**src/rtl/core/jac_pkg.sv**
```systemverilog
// ----------------------------------------------------------------------------
// jac_pkg
// Types, codes and constants shared by the joystick axis calibrator.
// ----------------------------------------------------------------------------
package jac_pkg;

	localparam int CHANNELS_DEF = 16;
	localparam int SAMPLE_W     = 12;
	localparam int CH_W         = 4;
	localparam int POS_W        = 16;
	localparam int OFF_W        = 13;
	localparam int CFG_IDX_W    = 3;
	localparam int CFG_DATA_W   = 15;
	localparam int DIV_NUM_W    = 31;
	localparam int DIV_DEN_W    = 16;

	localparam logic signed [POS_W-1:0] LIM_POS = 16'sd32767;
	localparam logic signed [POS_W-1:0] LIM_NEG = -16'sd32767;

	typedef enum logic [1:0] {
		CMD_SAMPLE = 2'd0,
		CMD_ZERO   = 2'd1,
		CMD_LIMITS = 2'd2,
		CMD_NONE   = 2'd3
	} cmd_t;

	typedef enum logic [CFG_IDX_W-1:0] {
		REG_CALIBRATE = 3'd0,
		REG_ALPHA     = 3'd1,
		REG_DEAD_ZONE = 3'd2,
		REG_TRIM      = 3'd3,
		REG_FULL      = 3'd4,
		REG_DIVIDER   = 3'd5,
		REG_DIRECTION = 3'd6,
		REG_SPARE     = 3'd7
	} reg_idx_t;

	typedef enum logic [3:0] {
		ST_IDLE, ST_READ, ST_FILT, ST_CENTER, ST_SPAN, ST_SPAN_WAIT,
		ST_MUL, ST_QUOT, ST_QUOT_WAIT, ST_POST, ST_DONE
	} state_t;

	typedef struct packed {
		logic                  calibrate;
		logic [8:0]            alpha;
		logic [11:0]           dead_zone;
		logic signed [12:0]    trim;
		logic [14:0]           full_scale;
		logic [7:0]            divider;
		logic signed [1:0]     direction;
	} cfg_t;

	typedef struct packed {
		logic [SAMPLE_W-1:0]        sm;
		logic signed [OFF_W-1:0]    off;
		logic signed [POS_W-1:0]    low;
		logic signed [POS_W-1:0]    high;
		logic signed [POS_W-1:0]    pos;
	} ent_t;

	typedef struct packed {
		logic load;
		logic rd;
		logic filt;
		logic center;
		logic span_go;
		logic span_take;
		logic mul;
		logic quot_go;
		logic quot_take;
		logic post;
		logic finish;
	} ctl_t;

	typedef struct packed {
		logic is_sample;
		logic bad;
		logic calibrate;
		logic fault;
		logic div_done;
		logic out_pending;
	} sts_t;

endpackage

```
**src/rtl/core/jac_regs.sv**
```systemverilog
// ----------------------------------------------------------------------------
// jac_regs
// Shared configuration registers, written through the configuration channel.
// ----------------------------------------------------------------------------
module jac_regs (
	input  logic                            clk,
	input  logic                            arst_n,
	input  logic                            cfg_valid,
	output logic                            cfg_ready,
	input  logic [jac_pkg::CFG_IDX_W-1:0]   cfg_index,
	input  logic [jac_pkg::CFG_DATA_W-1:0]  cfg_data,
	output jac_pkg::cfg_t                   cfg
);
	import jac_pkg::*;

	cfg_t cfg_q;

	assign cfg_ready = 1'b1;
	assign cfg       = cfg_q;

	always_ff @(posedge clk or negedge arst_n) begin
		if (!arst_n) begin
			cfg_q.calibrate  <= 1'b0;
			cfg_q.alpha      <= 9'd64;
			cfg_q.dead_zone  <= '0;
			cfg_q.trim       <= '0;
			cfg_q.full_scale <= 15'd1000;
			cfg_q.divider    <= 8'd1;
			cfg_q.direction  <= 2'sd1;
		end else if (cfg_valid) begin
			unique case (reg_idx_t'(cfg_index))
				REG_CALIBRATE: cfg_q.calibrate  <= cfg_data[0];
				REG_ALPHA:     cfg_q.alpha      <= cfg_data[8:0];
				REG_DEAD_ZONE: cfg_q.dead_zone  <= cfg_data[11:0];
				REG_TRIM:      cfg_q.trim       <= $signed(cfg_data[12:0]);
				REG_FULL:      cfg_q.full_scale <= cfg_data[14:0];
				REG_DIVIDER:   cfg_q.divider    <= cfg_data[7:0];
				REG_DIRECTION: cfg_q.direction  <= $signed(cfg_data[1:0]);
				default: ;
			endcase
		end
	end

endmodule

```
**src/rtl/core/jac_div.sv**
```systemverilog
// ----------------------------------------------------------------------------
// jac_div
// Unsigned restoring divider, one quotient bit per cycle.
// ----------------------------------------------------------------------------
module jac_div #(
	parameter int NW = jac_pkg::DIV_NUM_W,
	parameter int DW = jac_pkg::DIV_DEN_W
) (
	input  logic          clk,
	input  logic          arst_n,
	input  logic          start,
	input  logic [NW-1:0] num,
	input  logic [DW-1:0] den,
	output logic          done,
	output logic [NW-1:0] quo
);
	localparam int CW = $clog2(NW + 1);

	logic [DW-1:0] rem_q;
	logic [NW-1:0] quo_q;
	logic [DW-1:0] den_q;
	logic [CW-1:0] cnt_q;
	logic          busy_q;
	logic          done_q;
	logic [DW+1:0] trial;

	assign trial = {1'b0, rem_q, quo_q[NW-1]} - {2'b00, den_q};
	assign done  = done_q;
	assign quo   = quo_q;

	always_ff @(posedge clk or negedge arst_n) begin
		if (!arst_n) begin
			busy_q <= 1'b0;
			done_q <= 1'b0;
			cnt_q  <= '0;
		end else if (start) begin
			busy_q <= 1'b1;
			done_q <= 1'b0;
			cnt_q  <= '0;
		end else if (busy_q) begin
			cnt_q <= cnt_q + 1'b1;
			if (cnt_q == CW'(NW - 1)) begin
				busy_q <= 1'b0;
				done_q <= 1'b1;
			end
		end else begin
			done_q <= 1'b0;
		end
	end

	always_ff @(posedge clk) begin
		if (start) begin
			rem_q <= '0;
			quo_q <= num;
			den_q <= den;
		end else if (busy_q) begin
			if (!trial[DW+1]) begin
				rem_q <= trial[DW-1:0];
				quo_q <= {quo_q[NW-2:0], 1'b1};
			end else begin
				rem_q <= {rem_q[DW-2:0], quo_q[NW-1]};
				quo_q <= {quo_q[NW-2:0], 1'b0};
			end
		end
	end

endmodule

```
**src/rtl/core/jac_datapath.sv**
```systemverilog
// ----------------------------------------------------------------------------
// jac_datapath
// Channel state memory, filter, centering, mapping arithmetic and result
// register.
// ----------------------------------------------------------------------------
module jac_datapath #(
	parameter int CHANNELS = jac_pkg::CHANNELS_DEF
) (
	input  logic                                clk,
	input  logic                                arst_n,
	input  jac_pkg::cfg_t                       cfg,
	input  jac_pkg::ctl_t                       ctl,
	output jac_pkg::sts_t                       sts,
	input  logic [1:0]                          in_cmd,
	input  logic [jac_pkg::CH_W-1:0]            in_channel,
	input  logic [jac_pkg::SAMPLE_W-1:0]        in_sample,
	output logic                                out_valid,
	input  logic                                out_ready,
	output logic [jac_pkg::CH_W-1:0]            out_channel,
	output logic [jac_pkg::SAMPLE_W-1:0]        filtered,
	output logic signed [jac_pkg::POS_W-1:0]    position,
	output logic signed [jac_pkg::POS_W-1:0]    learned_low,
	output logic signed [jac_pkg::POS_W-1:0]    learned_high,
	output logic                                limit_fault
);
	import jac_pkg::*;

	localparam int AW = (CHANNELS > 1) ? $clog2(CHANNELS) : 1;

	ent_t                   mem [CHANNELS];
	logic [CHANNELS-1:0]    vld_q;
	ent_t                   rd_q;
	logic                   rd_vld_q;
	ent_t                   ent;

	cmd_t                   cmd_q;
	logic [CH_W-1:0]        ch_q;
	logic [SAMPLE_W-1:0]    raw_q;
	logic                   bad;
	logic [AW-1:0]          addr;

	logic [SAMPLE_W-1:0]        sm_q;
	logic signed [OFF_W-1:0]    off_q;
	logic signed [POS_W-1:0]    low_q;
	logic signed [POS_W-1:0]    high_q;
	logic signed [POS_W-1:0]    pos_q;
	logic                       fault_q;
	logic signed [14:0]         x_q;
	logic                       pside_q;
	logic [DIV_DEN_W-1:0]       d_q;
	logic [14:0]                span_q;
	logic [DIV_NUM_W-1:0]       mag_q;
	logic                       neg_q;

	logic signed [12:0]     diff;
	logic [9:0]             alpha_eff;
	logic signed [22:0]     ema_prod;
	logic signed [13:0]     sm_sum;
	logic signed [13:0]     v;
	logic signed [14:0]     dz;
	logic signed [14:0]     xv;
	logic signed [16:0]     dsel;
	logic signed [16:0]     mul_a;
	logic signed [32:0]     mul_p;
	logic signed [32:0]     mul_abs;
	logic signed [31:0]     sq;
	logic signed [31:0]     span_s;
	logic signed [31:0]     pv;
	logic signed [31:0]     pdir;

	logic                   div_start;
	logic [DIV_NUM_W-1:0]   div_num;
	logic [DIV_DEN_W-1:0]   div_den;
	logic                   div_done;
	logic [DIV_NUM_W-1:0]   div_quo;

	logic                   ov_q;
	logic [CH_W-1:0]        och_q;
	logic [SAMPLE_W-1:0]    ofilt_q;
	logic signed [POS_W-1:0] opos_q;
	logic signed [POS_W-1:0] olow_q;
	logic signed [POS_W-1:0] ohigh_q;
	logic                   ofault_q;

	assign addr = AW'(ch_q);
	assign bad  = (7'(ch_q) >= 7'(CHANNELS));

	always_ff @(posedge clk or negedge arst_n) begin
		if (!arst_n) begin
			vld_q <= '0;
		end else if (ctl.finish && !bad) begin
			vld_q[addr] <= 1'b1;
		end
	end

	always_ff @(posedge clk) begin
		if (ctl.finish && !bad) begin
			mem[addr] <= '{sm: sm_q, off: off_q, low: low_q, high: high_q, pos: pos_q};
		end
		if (ctl.rd) begin
			rd_q     <= mem[addr];
			rd_vld_q <= vld_q[addr];
		end
	end

	always_comb begin
		if (rd_vld_q) begin
			ent = rd_q;
		end else begin
			ent = '{sm: '0, off: '0, low: LIM_POS, high: LIM_NEG, pos: '0};
		end
	end

	assign alpha_eff = cfg.alpha[8] ? 10'd256 : {1'b0, cfg.alpha};
	assign diff      = $signed({1'b0, raw_q}) - $signed({1'b0, ent.sm});
	assign ema_prod  = diff * $signed(alpha_eff);
	assign sm_sum    = $signed({2'b00, ent.sm}) + 14'(ema_prod >>> 8);

	assign v  = $signed({2'b00, sm_q}) + 14'(off_q);
	assign dz = $signed({3'b000, cfg.dead_zone});
	always_comb begin
		if ((15'(v) < dz) && (15'(v) > -dz)) begin
			xv = 15'(cfg.trim);
		end else begin
			xv = 15'(v) + 15'(cfg.trim);
		end
		if (xv > 15'sd0) begin
			dsel = 17'(high_q);
		end else begin
			dsel = -17'(low_q);
		end
	end

	assign mul_a   = pside_q ? 17'(x_q) : (17'(x_q) - 17'(low_q));
	assign mul_p   = mul_a * $signed({1'b0, span_q});
	assign mul_abs = mul_p[32] ? -mul_p : mul_p;

	assign span_s = $signed({17'd0, span_q});
	always_comb begin
		sq = neg_q ? -$signed({1'b0, div_quo}) : $signed({1'b0, div_quo});
		if (pside_q) begin
			pv = (sq > span_s) ? span_s : sq;
		end else begin
			pv = ((sq - span_s) < -span_s) ? -span_s : (sq - span_s);
		end
		case (cfg.direction)
			2'sd1:   pdir = pv;
			-2'sd1:  pdir = -pv;
			default: pdir = '0;
		endcase
	end

	assign div_start = ctl.span_go || ctl.quot_go;
	assign div_num   = ctl.span_go ? DIV_NUM_W'(cfg.full_scale) : mag_q;
	assign div_den   = ctl.span_go ? ((cfg.divider == 8'd0) ? 16'd1 : 16'(cfg.divider)) : d_q;

	jac_div #(
		.NW (DIV_NUM_W),
		.DW (DIV_DEN_W)
	) u_div (
		.clk    (clk),
		.arst_n (arst_n),
		.start  (div_start),
		.num    (div_num),
		.den    (div_den),
		.done   (div_done),
		.quo    (div_quo)
	);

	always_ff @(posedge clk) begin
		if (ctl.load) begin
			cmd_q <= cmd_t'(in_cmd);
			ch_q  <= in_channel;
			raw_q <= in_sample;
		end
		if (ctl.filt) begin
			sm_q    <= ent.sm;
			off_q   <= ent.off;
			low_q   <= ent.low;
			high_q  <= ent.high;
			pos_q   <= ent.pos;
			fault_q <= 1'b0;
			unique case (cmd_q)
				CMD_SAMPLE: sm_q <= sm_sum[SAMPLE_W-1:0];
				CMD_ZERO:   off_q <= -$signed({1'b0, ent.sm});
				CMD_LIMITS: begin
					low_q  <= LIM_POS;
					high_q <= LIM_NEG;
				end
				default: ;
			endcase
		end
		if (ctl.center) begin
			if (cfg.calibrate) begin
				if (16'(v) < low_q) begin
					low_q <= 16'(v);
				end else if (16'(v) > high_q) begin
					high_q <= 16'(v);
				end
			end else begin
				x_q     <= xv;
				pside_q <= (xv > 15'sd0);
				d_q     <= dsel[DIV_DEN_W-1:0];
				fault_q <= (dsel <= 17'sd0);
			end
		end
		if (ctl.span_take) begin
			span_q <= div_quo[14:0];
		end
		if (ctl.mul) begin
			mag_q <= mul_abs[DIV_NUM_W-1:0];
			neg_q <= mul_p[32];
		end
		if (ctl.post) begin
			pos_q <= fault_q ? '0 : pdir[POS_W-1:0];
		end
	end

	always_ff @(posedge clk or negedge arst_n) begin
		if (!arst_n) begin
			ov_q <= 1'b0;
		end else if (ctl.finish) begin
			ov_q <= 1'b1;
		end else if (out_ready) begin
			ov_q <= 1'b0;
		end
	end

	always_ff @(posedge clk) begin
		if (ctl.finish) begin
			och_q    <= ch_q;
			ofilt_q  <= bad ? '0 : sm_q;
			opos_q   <= bad ? '0 : pos_q;
			olow_q   <= bad ? '0 : low_q;
			ohigh_q  <= bad ? '0 : high_q;
			ofault_q <= bad ? 1'b0 : fault_q;
		end
	end

	assign out_valid    = ov_q;
	assign out_channel  = och_q;
	assign filtered     = ofilt_q;
	assign position     = opos_q;
	assign learned_low  = olow_q;
	assign learned_high = ohigh_q;
	assign limit_fault  = ofault_q;

	assign sts.is_sample   = (cmd_q == CMD_SAMPLE);
	assign sts.bad         = bad;
	assign sts.calibrate   = cfg.calibrate;
	assign sts.fault       = fault_q;
	assign sts.div_done    = div_done;
	assign sts.out_pending = ov_q && !out_ready;

endmodule

```
**src/rtl/core/jac_ctrl.sv**
```systemverilog
// ----------------------------------------------------------------------------
// jac_ctrl
// Sequencer that steps one item through the datapath.
// ----------------------------------------------------------------------------
module jac_ctrl (
	input  logic            clk,
	input  logic            arst_n,
	input  logic            in_valid,
	output logic            in_ready,
	input  jac_pkg::sts_t   sts,
	output jac_pkg::ctl_t   ctl,
	output logic            idle
);
	import jac_pkg::*;

	state_t state_q;
	state_t state_d;

	always_ff @(posedge clk or negedge arst_n) begin
		if (!arst_n) begin
			state_q <= ST_IDLE;
		end else begin
			state_q <= state_d;
		end
	end

	always_comb begin
		state_d = state_q;
		unique case (state_q)
			ST_IDLE:      if (in_valid) state_d = ST_READ;
			ST_READ:      state_d = ST_FILT;
			ST_FILT:      state_d = (sts.bad || !sts.is_sample) ? ST_DONE : ST_CENTER;
			ST_CENTER:    state_d = sts.calibrate ? ST_DONE : ST_SPAN;
			ST_SPAN:      state_d = ST_SPAN_WAIT;
			ST_SPAN_WAIT: if (sts.div_done) state_d = sts.fault ? ST_POST : ST_MUL;
			ST_MUL:       state_d = ST_QUOT;
			ST_QUOT:      state_d = ST_QUOT_WAIT;
			ST_QUOT_WAIT: if (sts.div_done) state_d = ST_POST;
			ST_POST:      state_d = ST_DONE;
			ST_DONE:      if (!sts.out_pending) state_d = ST_IDLE;
			default:      state_d = ST_IDLE;
		endcase
	end

	always_comb begin
		ctl      = '0;
		in_ready = 1'b0;
		unique case (state_q)
			ST_IDLE: begin
				in_ready = 1'b1;
				ctl.load = in_valid;
			end
			ST_READ:      ctl.rd = 1'b1;
			ST_FILT:      ctl.filt = 1'b1;
			ST_CENTER:    ctl.center = 1'b1;
			ST_SPAN:      ctl.span_go = 1'b1;
			ST_SPAN_WAIT: ctl.span_take = sts.div_done;
			ST_MUL:       ctl.mul = 1'b1;
			ST_QUOT:      ctl.quot_go = 1'b1;
			ST_QUOT_WAIT: ctl.quot_take = sts.div_done;
			ST_POST:      ctl.post = 1'b1;
			ST_DONE:      ctl.finish = !sts.out_pending;
			default: ;
		endcase
	end

	assign idle = (state_q == ST_IDLE);

endmodule

```
**src/rtl/core/joystick_axis_calibrator.sv**
```systemverilog
// ----------------------------------------------------------------------------
// joystick_axis_calibrator
// One item is a sample, zero capture or limit reset for one channel and
// returns one result item with that channel's current state. A sample in
// normal mode makes two passes of the 31-step shift-subtract divider
// (output span, then the mapping quotient); when the learned limit faults,
// the mapping pass is skipped. A sample in calibrate mode and the other
// commands bypass the divider. The block works on one item at a time; a
// finished result waits in the output register while the next item is
// taken, and that item holds before its own result until the register is
// free.
// ----------------------------------------------------------------------------
module joystick_axis_calibrator #(
	parameter int CHANNELS = jac_pkg::CHANNELS_DEF
) (
	input  logic                            clk,
	input  logic                            arst_n,
	input  logic                            s_tvalid,
	output logic                            s_tready,
	input  logic [15:0]                     s_tdata,  // channel, sample
	input  logic [1:0]                      s_tuser,  // cmd
	output logic                            m_tvalid,
	input  logic                            m_tready,
	// out_channel, filtered, position, learned_low, learned_high
	output logic [63:0]                     m_tdata,
	output logic                            m_tuser,  // limit_fault
	input  logic                            cfg_valid,
	output logic                            cfg_ready,
	input  logic [jac_pkg::CFG_IDX_W-1:0]   cfg_index,
	input  logic [jac_pkg::CFG_DATA_W-1:0]  cfg_data
);
	import jac_pkg::*;

	cfg_t                   cfg;
	ctl_t                   ctl;
	sts_t                   sts;
	logic                   idle;
	logic [CH_W-1:0]        out_channel;
	logic [SAMPLE_W-1:0]    filtered;
	logic signed [POS_W-1:0] position;
	logic signed [POS_W-1:0] learned_low;
	logic signed [POS_W-1:0] learned_high;

	jac_regs u_regs (
		.clk       (clk),
		.arst_n    (arst_n),
		.cfg_valid (cfg_valid),
		.cfg_ready (cfg_ready),
		.cfg_index (cfg_index),
		.cfg_data  (cfg_data),
		.cfg       (cfg)
	);

	jac_ctrl u_ctrl (
		.clk      (clk),
		.arst_n   (arst_n),
		.in_valid (s_tvalid),
		.in_ready (s_tready),
		.sts      (sts),
		.ctl      (ctl),
		.idle     (idle)
	);

	jac_datapath #(
		.CHANNELS (CHANNELS)
	) u_dp (
		.clk          (clk),
		.arst_n       (arst_n),
		.cfg          (cfg),
		.ctl          (ctl),
		.sts          (sts),
		.in_cmd       (s_tuser),
		.in_channel   (s_tdata[3:0]),
		.in_sample    (s_tdata[15:4]),
		.out_valid    (m_tvalid),
		.out_ready    (m_tready),
		.out_channel  (out_channel),
		.filtered     (filtered),
		.position     (position),
		.learned_low  (learned_low),
		.learned_high (learned_high),
		.limit_fault  (m_tuser)
	);

	assign m_tdata = {learned_high, learned_low, position, filtered, out_channel};

	a_fault_zero: assert property (@(posedge clk) disable iff (!arst_n)
		m_tvalid && m_tuser |-> (position == '0))
		else $error("fault result with nonzero position");

	a_one_item: assert property (@(posedge clk) disable iff (!arst_n)
		s_tvalid && s_tready |=> !s_tready && !idle)
		else $error("second item taken while one is in work");

	a_finish_free: assert property (@(posedge clk) disable iff (!arst_n)
		ctl.finish |-> !(m_tvalid && !m_tready))
		else $error("result register overwritten before taken");

endmodule

```
**config.mk**
```make
export PLATFORM = sky130hd
export DESIGN_NAME = joystick_axis_calibrator
export DESIGN_NICKNAME = d
export VERILOG_FILES = /design/src/rtl/core/jac_pkg.sv /design/src/rtl/core/jac_regs.sv /design/src/rtl/core/jac_div.sv /design/src/rtl/core/jac_datapath.sv /design/src/rtl/core/jac_ctrl.sv /design/src/rtl/core/joystick_axis_calibrator.sv
export SDC_FILE = /design/constraint.sdc
export NUM_CORES = 2
export LEC_CHECK = 0
export ABC_AREA = 1
export ABC_CLOCK_PERIOD_IN_PS = 12400
export BUFFER_PORTS_ARGS = -buffer_cell sky130_fd_sc_hd__clkbuf_2
export CORE_ASPECT_RATIO = 0.7
export CORE_MARGIN = 2
export CORE_UTILIZATION = 27
export CTS_CLUSTER_SIZE = 30
export DETAILED_ROUTE_END_ITERATION = 8
export PLACE_DENSITY_LB_ADDON = 0.12
export SYNTH_ARGS = -nofsm -noshare
export SYNTH_HDL_FRONTEND = slang
export SYNTH_SLANG_ARGS = --single-unit
```
**constraint.sdc**
```tcl
create_clock -name clk -period 12.4 [get_ports clk]
set_clock_uncertainty 0.15 [all_clocks]
set_input_delay 0.62 -clock clk [delete_from_list [all_inputs] [get_ports clk]]
set_output_delay 0.62 -clock clk [all_outputs]
set_load 0.01 [all_outputs]
```
==> results.yml <==
sta:
  fin_crit_sh: 0.887
  finalCriticalPeriod_ns: 11.00
  hold_viol_final: 0
  rsz0062_at_grt: "false"
  tns_ns: 0
  drv_slew: 3
  fmax_ghz: 0.0909
  setup_viol: 0
  worst_slew_margin_rel: -0.0552
  worst_slew_pin_slew_ns: 1.58
global_route:
  antenna_found_initial: 24
  grt_pass1_wl_mm: 430
  grt_usage: 0.190
  grt_pass1_vias: 55700
  grt-ovfl-total: 0
  grt_max_degree: 147
detailed_routing:
  routedWlPerCell_um: 26.3
  vias: 57400
  drt_iter0_markers: 5980
  totalWireLength_mm: 305
  drc: 0
  dr.pass1.iters: 5
  avgViaCountPerCell: 4.94
  antenna_left: 0
hold_path:
  hold_path_class: "in -> reg"
synth:
  synth_warnings: 0
  avgSynthCellArea_um2: 11.7
  synthArstFlopShare: 0.0540
  syn_inst: 7166
  ys_seq_elements: 1629
  synth.distinct_cells: 66
  synth_flop_cell: "edfxtp_1"
  syn_area_um2: 83500
  synthesis.nets: 7879
  ys_seq_area_frac: 0.575
  synth-edff-count: 1492
flow_run:
  max-cap-violations: 1
floorplanning:
  dieArea_um2: 314000
  core_area_um2: 307000
  pin_count: 109
  die_y_um: 469
  std_cell_rows: 170
  start_util: 0.272
  fp.dieW_um: 669
clocking:
  cts-root-buf: "clkbuf_16"
  htreeDepth: 4
  clkSinkCount: 1629
  cts_tree: "yes"
  clk_pin_slew_ns: 0.06
  clockBufferDepth: 4
  insertion_delay_ns: 0.87
  cts_inserted_buffers: 178
critical_path:
  crit_arrival_ns: 11.42
  cp_max_fo: 26
  crit_slowest_cell: "dfxtp_1"
  setup.worst_path.end_class: "register"
  crit_top_cell: "nand2_1"
  worstSetupPathType: "reg -> reg"
  critPathLaunchType: "register"
  required_ns: 12.82
  slowest_delay_ns: 0.73
outcome:
  status: "complete, but fails checks"
  violations: "capacitance limit, slew limit"
placed_design:
  dp_hpwl_mm: 203
  place.gp.congestion: 0.894
  io_buffers: 107
finish:
  final_common_cell: "edfxtp_1"
  filler_cell_count: 31300
  area_growth_pct: 13.9
  final_layout_size_suffix_gt1_frac: 0.0904
  final_nets: 8061
  final_cell_mix: "1492 x edfxtp_1, 999 x nand2_1, 824 x inv_1"
cells in the mapped netlist, drive strengths merged (2+ instances only):
| library cell | n | share of area |
|---|---|---|
| nand3b | 2 | 0.00018 |
| mux2 | 2 | 0.00027 |
| or2 | 19 | 0.0014 |
| dfstp | 9 | 0.0028 |
| inv | 839 | 0.038 |
| o211ai | 23 | 0.0021 |
| o2111ai | 5 | 0.00052 |
| nand3 | 240 | 0.015 |
| buf | 39 | 0.0028 |
| xor2 | 164 | 0.017 |
| o31ai | 14 | 0.0013 |
| o21a | 5 | 0.00045 |
| a41oi | 2 | 0.00021 |
| xnor2 | 56 | 0.0059 |
| a21boi | 6 | 0.00054 |
| dfrtp | 79 | 0.024 |
| and2 | 3 | 0.00022 |
| a211oi | 4 | 0.00036 |
| o41ai | 2 | 0.00021 |
| nor2 | 483 | 0.023 |
| a21oi | 493 | 0.030 |
| a32o | 2 | 0.00024 |
| clkinv | 21 | 0.00096 |
| nor3b | 4 | 0.00036 |
| a31oi | 10 | 0.00075 |
| clkbuf | 233 | 0.010 |
| o221ai | 14 | 0.0015 |
| o21bai | 10 | 0.00090 |
| nor3 | 65 | 0.0041 |
| fa | 349 | 0.084 |
| a21o | 17 | 0.0015 |
| nand2 | 1054 | 0.049 |
| or4 | 73 | 0.0066 |
| o21ai | 299 | 0.018 |
| a22oi | 602 | 0.054 |
| nand4 | 41 | 0.0033 |
| edfxtp | 1492 | 0.54 |
| nor4 | 8 | 0.00067 |
| ha | 323 | 0.048 |
| o22ai | 8 | 0.00060 |
| dfxtp | 49 | 0.012 |
cell families after synthesis:
kind of cell	synth area share
other	0.0000449
multiplexers	0.000270
buffers and inverters	0.0520
flip-flops	0.575
XOR/XNOR	0.0231
AO/OA/AOI/OAI	0.113
adder cells (fa/ha/maj)	0.132
AND/OR/NAND/NOR	0.105
layer usage:
metal  part of all wire  GRT usage  vias to the layer above
li1                   -          -                    25700
met1               0.52      0.312                    29600
met2               0.39      0.253                     1824
met3              0.076     0.0405                      246
met4              0.013     0.0265                        0
met5                  0          0                        -
repair_timing:
action,4_1_cts,5_1_grt
endpoints found under the hold margin,63,0
gates resized for setup,0,0
hold buffers,24,0
setup buffers,0,0
critical path: cells and delay by family (launching register included):
family                     cells  cell delay [ns]
and+or+nand+nor               13             1.62
adders and majority gates      8             3.58
AOI/OAI and AO/OA             11             2.54
xor gates and xnor gates       2             0.33
DFF                            1             0.73
buffers and inverters          8             1.66
path summary, 6_finish.rpt:
check                                startpoint  slack, ns                   end  depth (start not counted)
min                                cfg_data[12]       0.04        u_regs.cfg[37]                          3
max reg2reg                       u_dp.low_q[3]       1.40        u_dp.mag_q[24]                         42
max                               u_dp.low_q[3]       1.40        u_dp.mag_q[24]                         42
min in group asynchronous                arst_n       0.15   u_dp.u_div.cnt_q[0]                          2
min reg2reg                u_dp.u_div.rem_q[15]       0.31  u_dp.u_div.rem_q[15]                          2
max in group asynchronous                arst_n      10.66        u_dp.vld_q[10]                          3
state kept, by name, summed over array words and instances, names as in the netlist, 16 cells and up:
register and cells:
u_dp.mem 1168, u_dp.rd_q 73, u_regs.cfg 60, u_dp.mag_q 31, u_dp.u_div.quo 31, u_dp.d_q 16
u_dp.high_q 16, u_dp.learned_high 16, u_dp.learned_low 16, u_dp.low_q 16, u_dp.pos_q 16, u_dp.position 16
u_dp.u_div.den_q 16, u_dp.u_div.rem_q 16, u_dp.vld_q 16
layout make-up:
class,instances,area [um^2],share of cell area
Sequential cell,1629,48000,0.504
Multi-Input combinational cell,4405,31400,0.330
Antenna cell,3,7.51,0.0000789
Clock buffer,227,4790,0.0504
Timing Repair Buffer,274,1880,0.0198
Inverter,860,3250,0.0342
Tap cell,4128,5160,0.0543
Clock inverter,81,662,0.00696
metrics by stage:
step	hold slack [ns]	cells	instance area [um^2]	setup WS [ns]	utilization
2_1_floorplan	0.174	7166	83500	3.98	-
3_3_place_gp	0.290	11300	89400	1.82	0.291
3_5_place_dp	0.300	11300	89400	1.71	0.291
4_1_cts	0.0142	11600	95100	1.66	0.310
5_1_grt	0.0248	11600	95100	0.753	0.310
6_report	0.0393	11600	95200	1.40	0.310
Power is not shown: default switching activity piles up to over one toggle a cycle in this logic, so the estimate is an artifact.
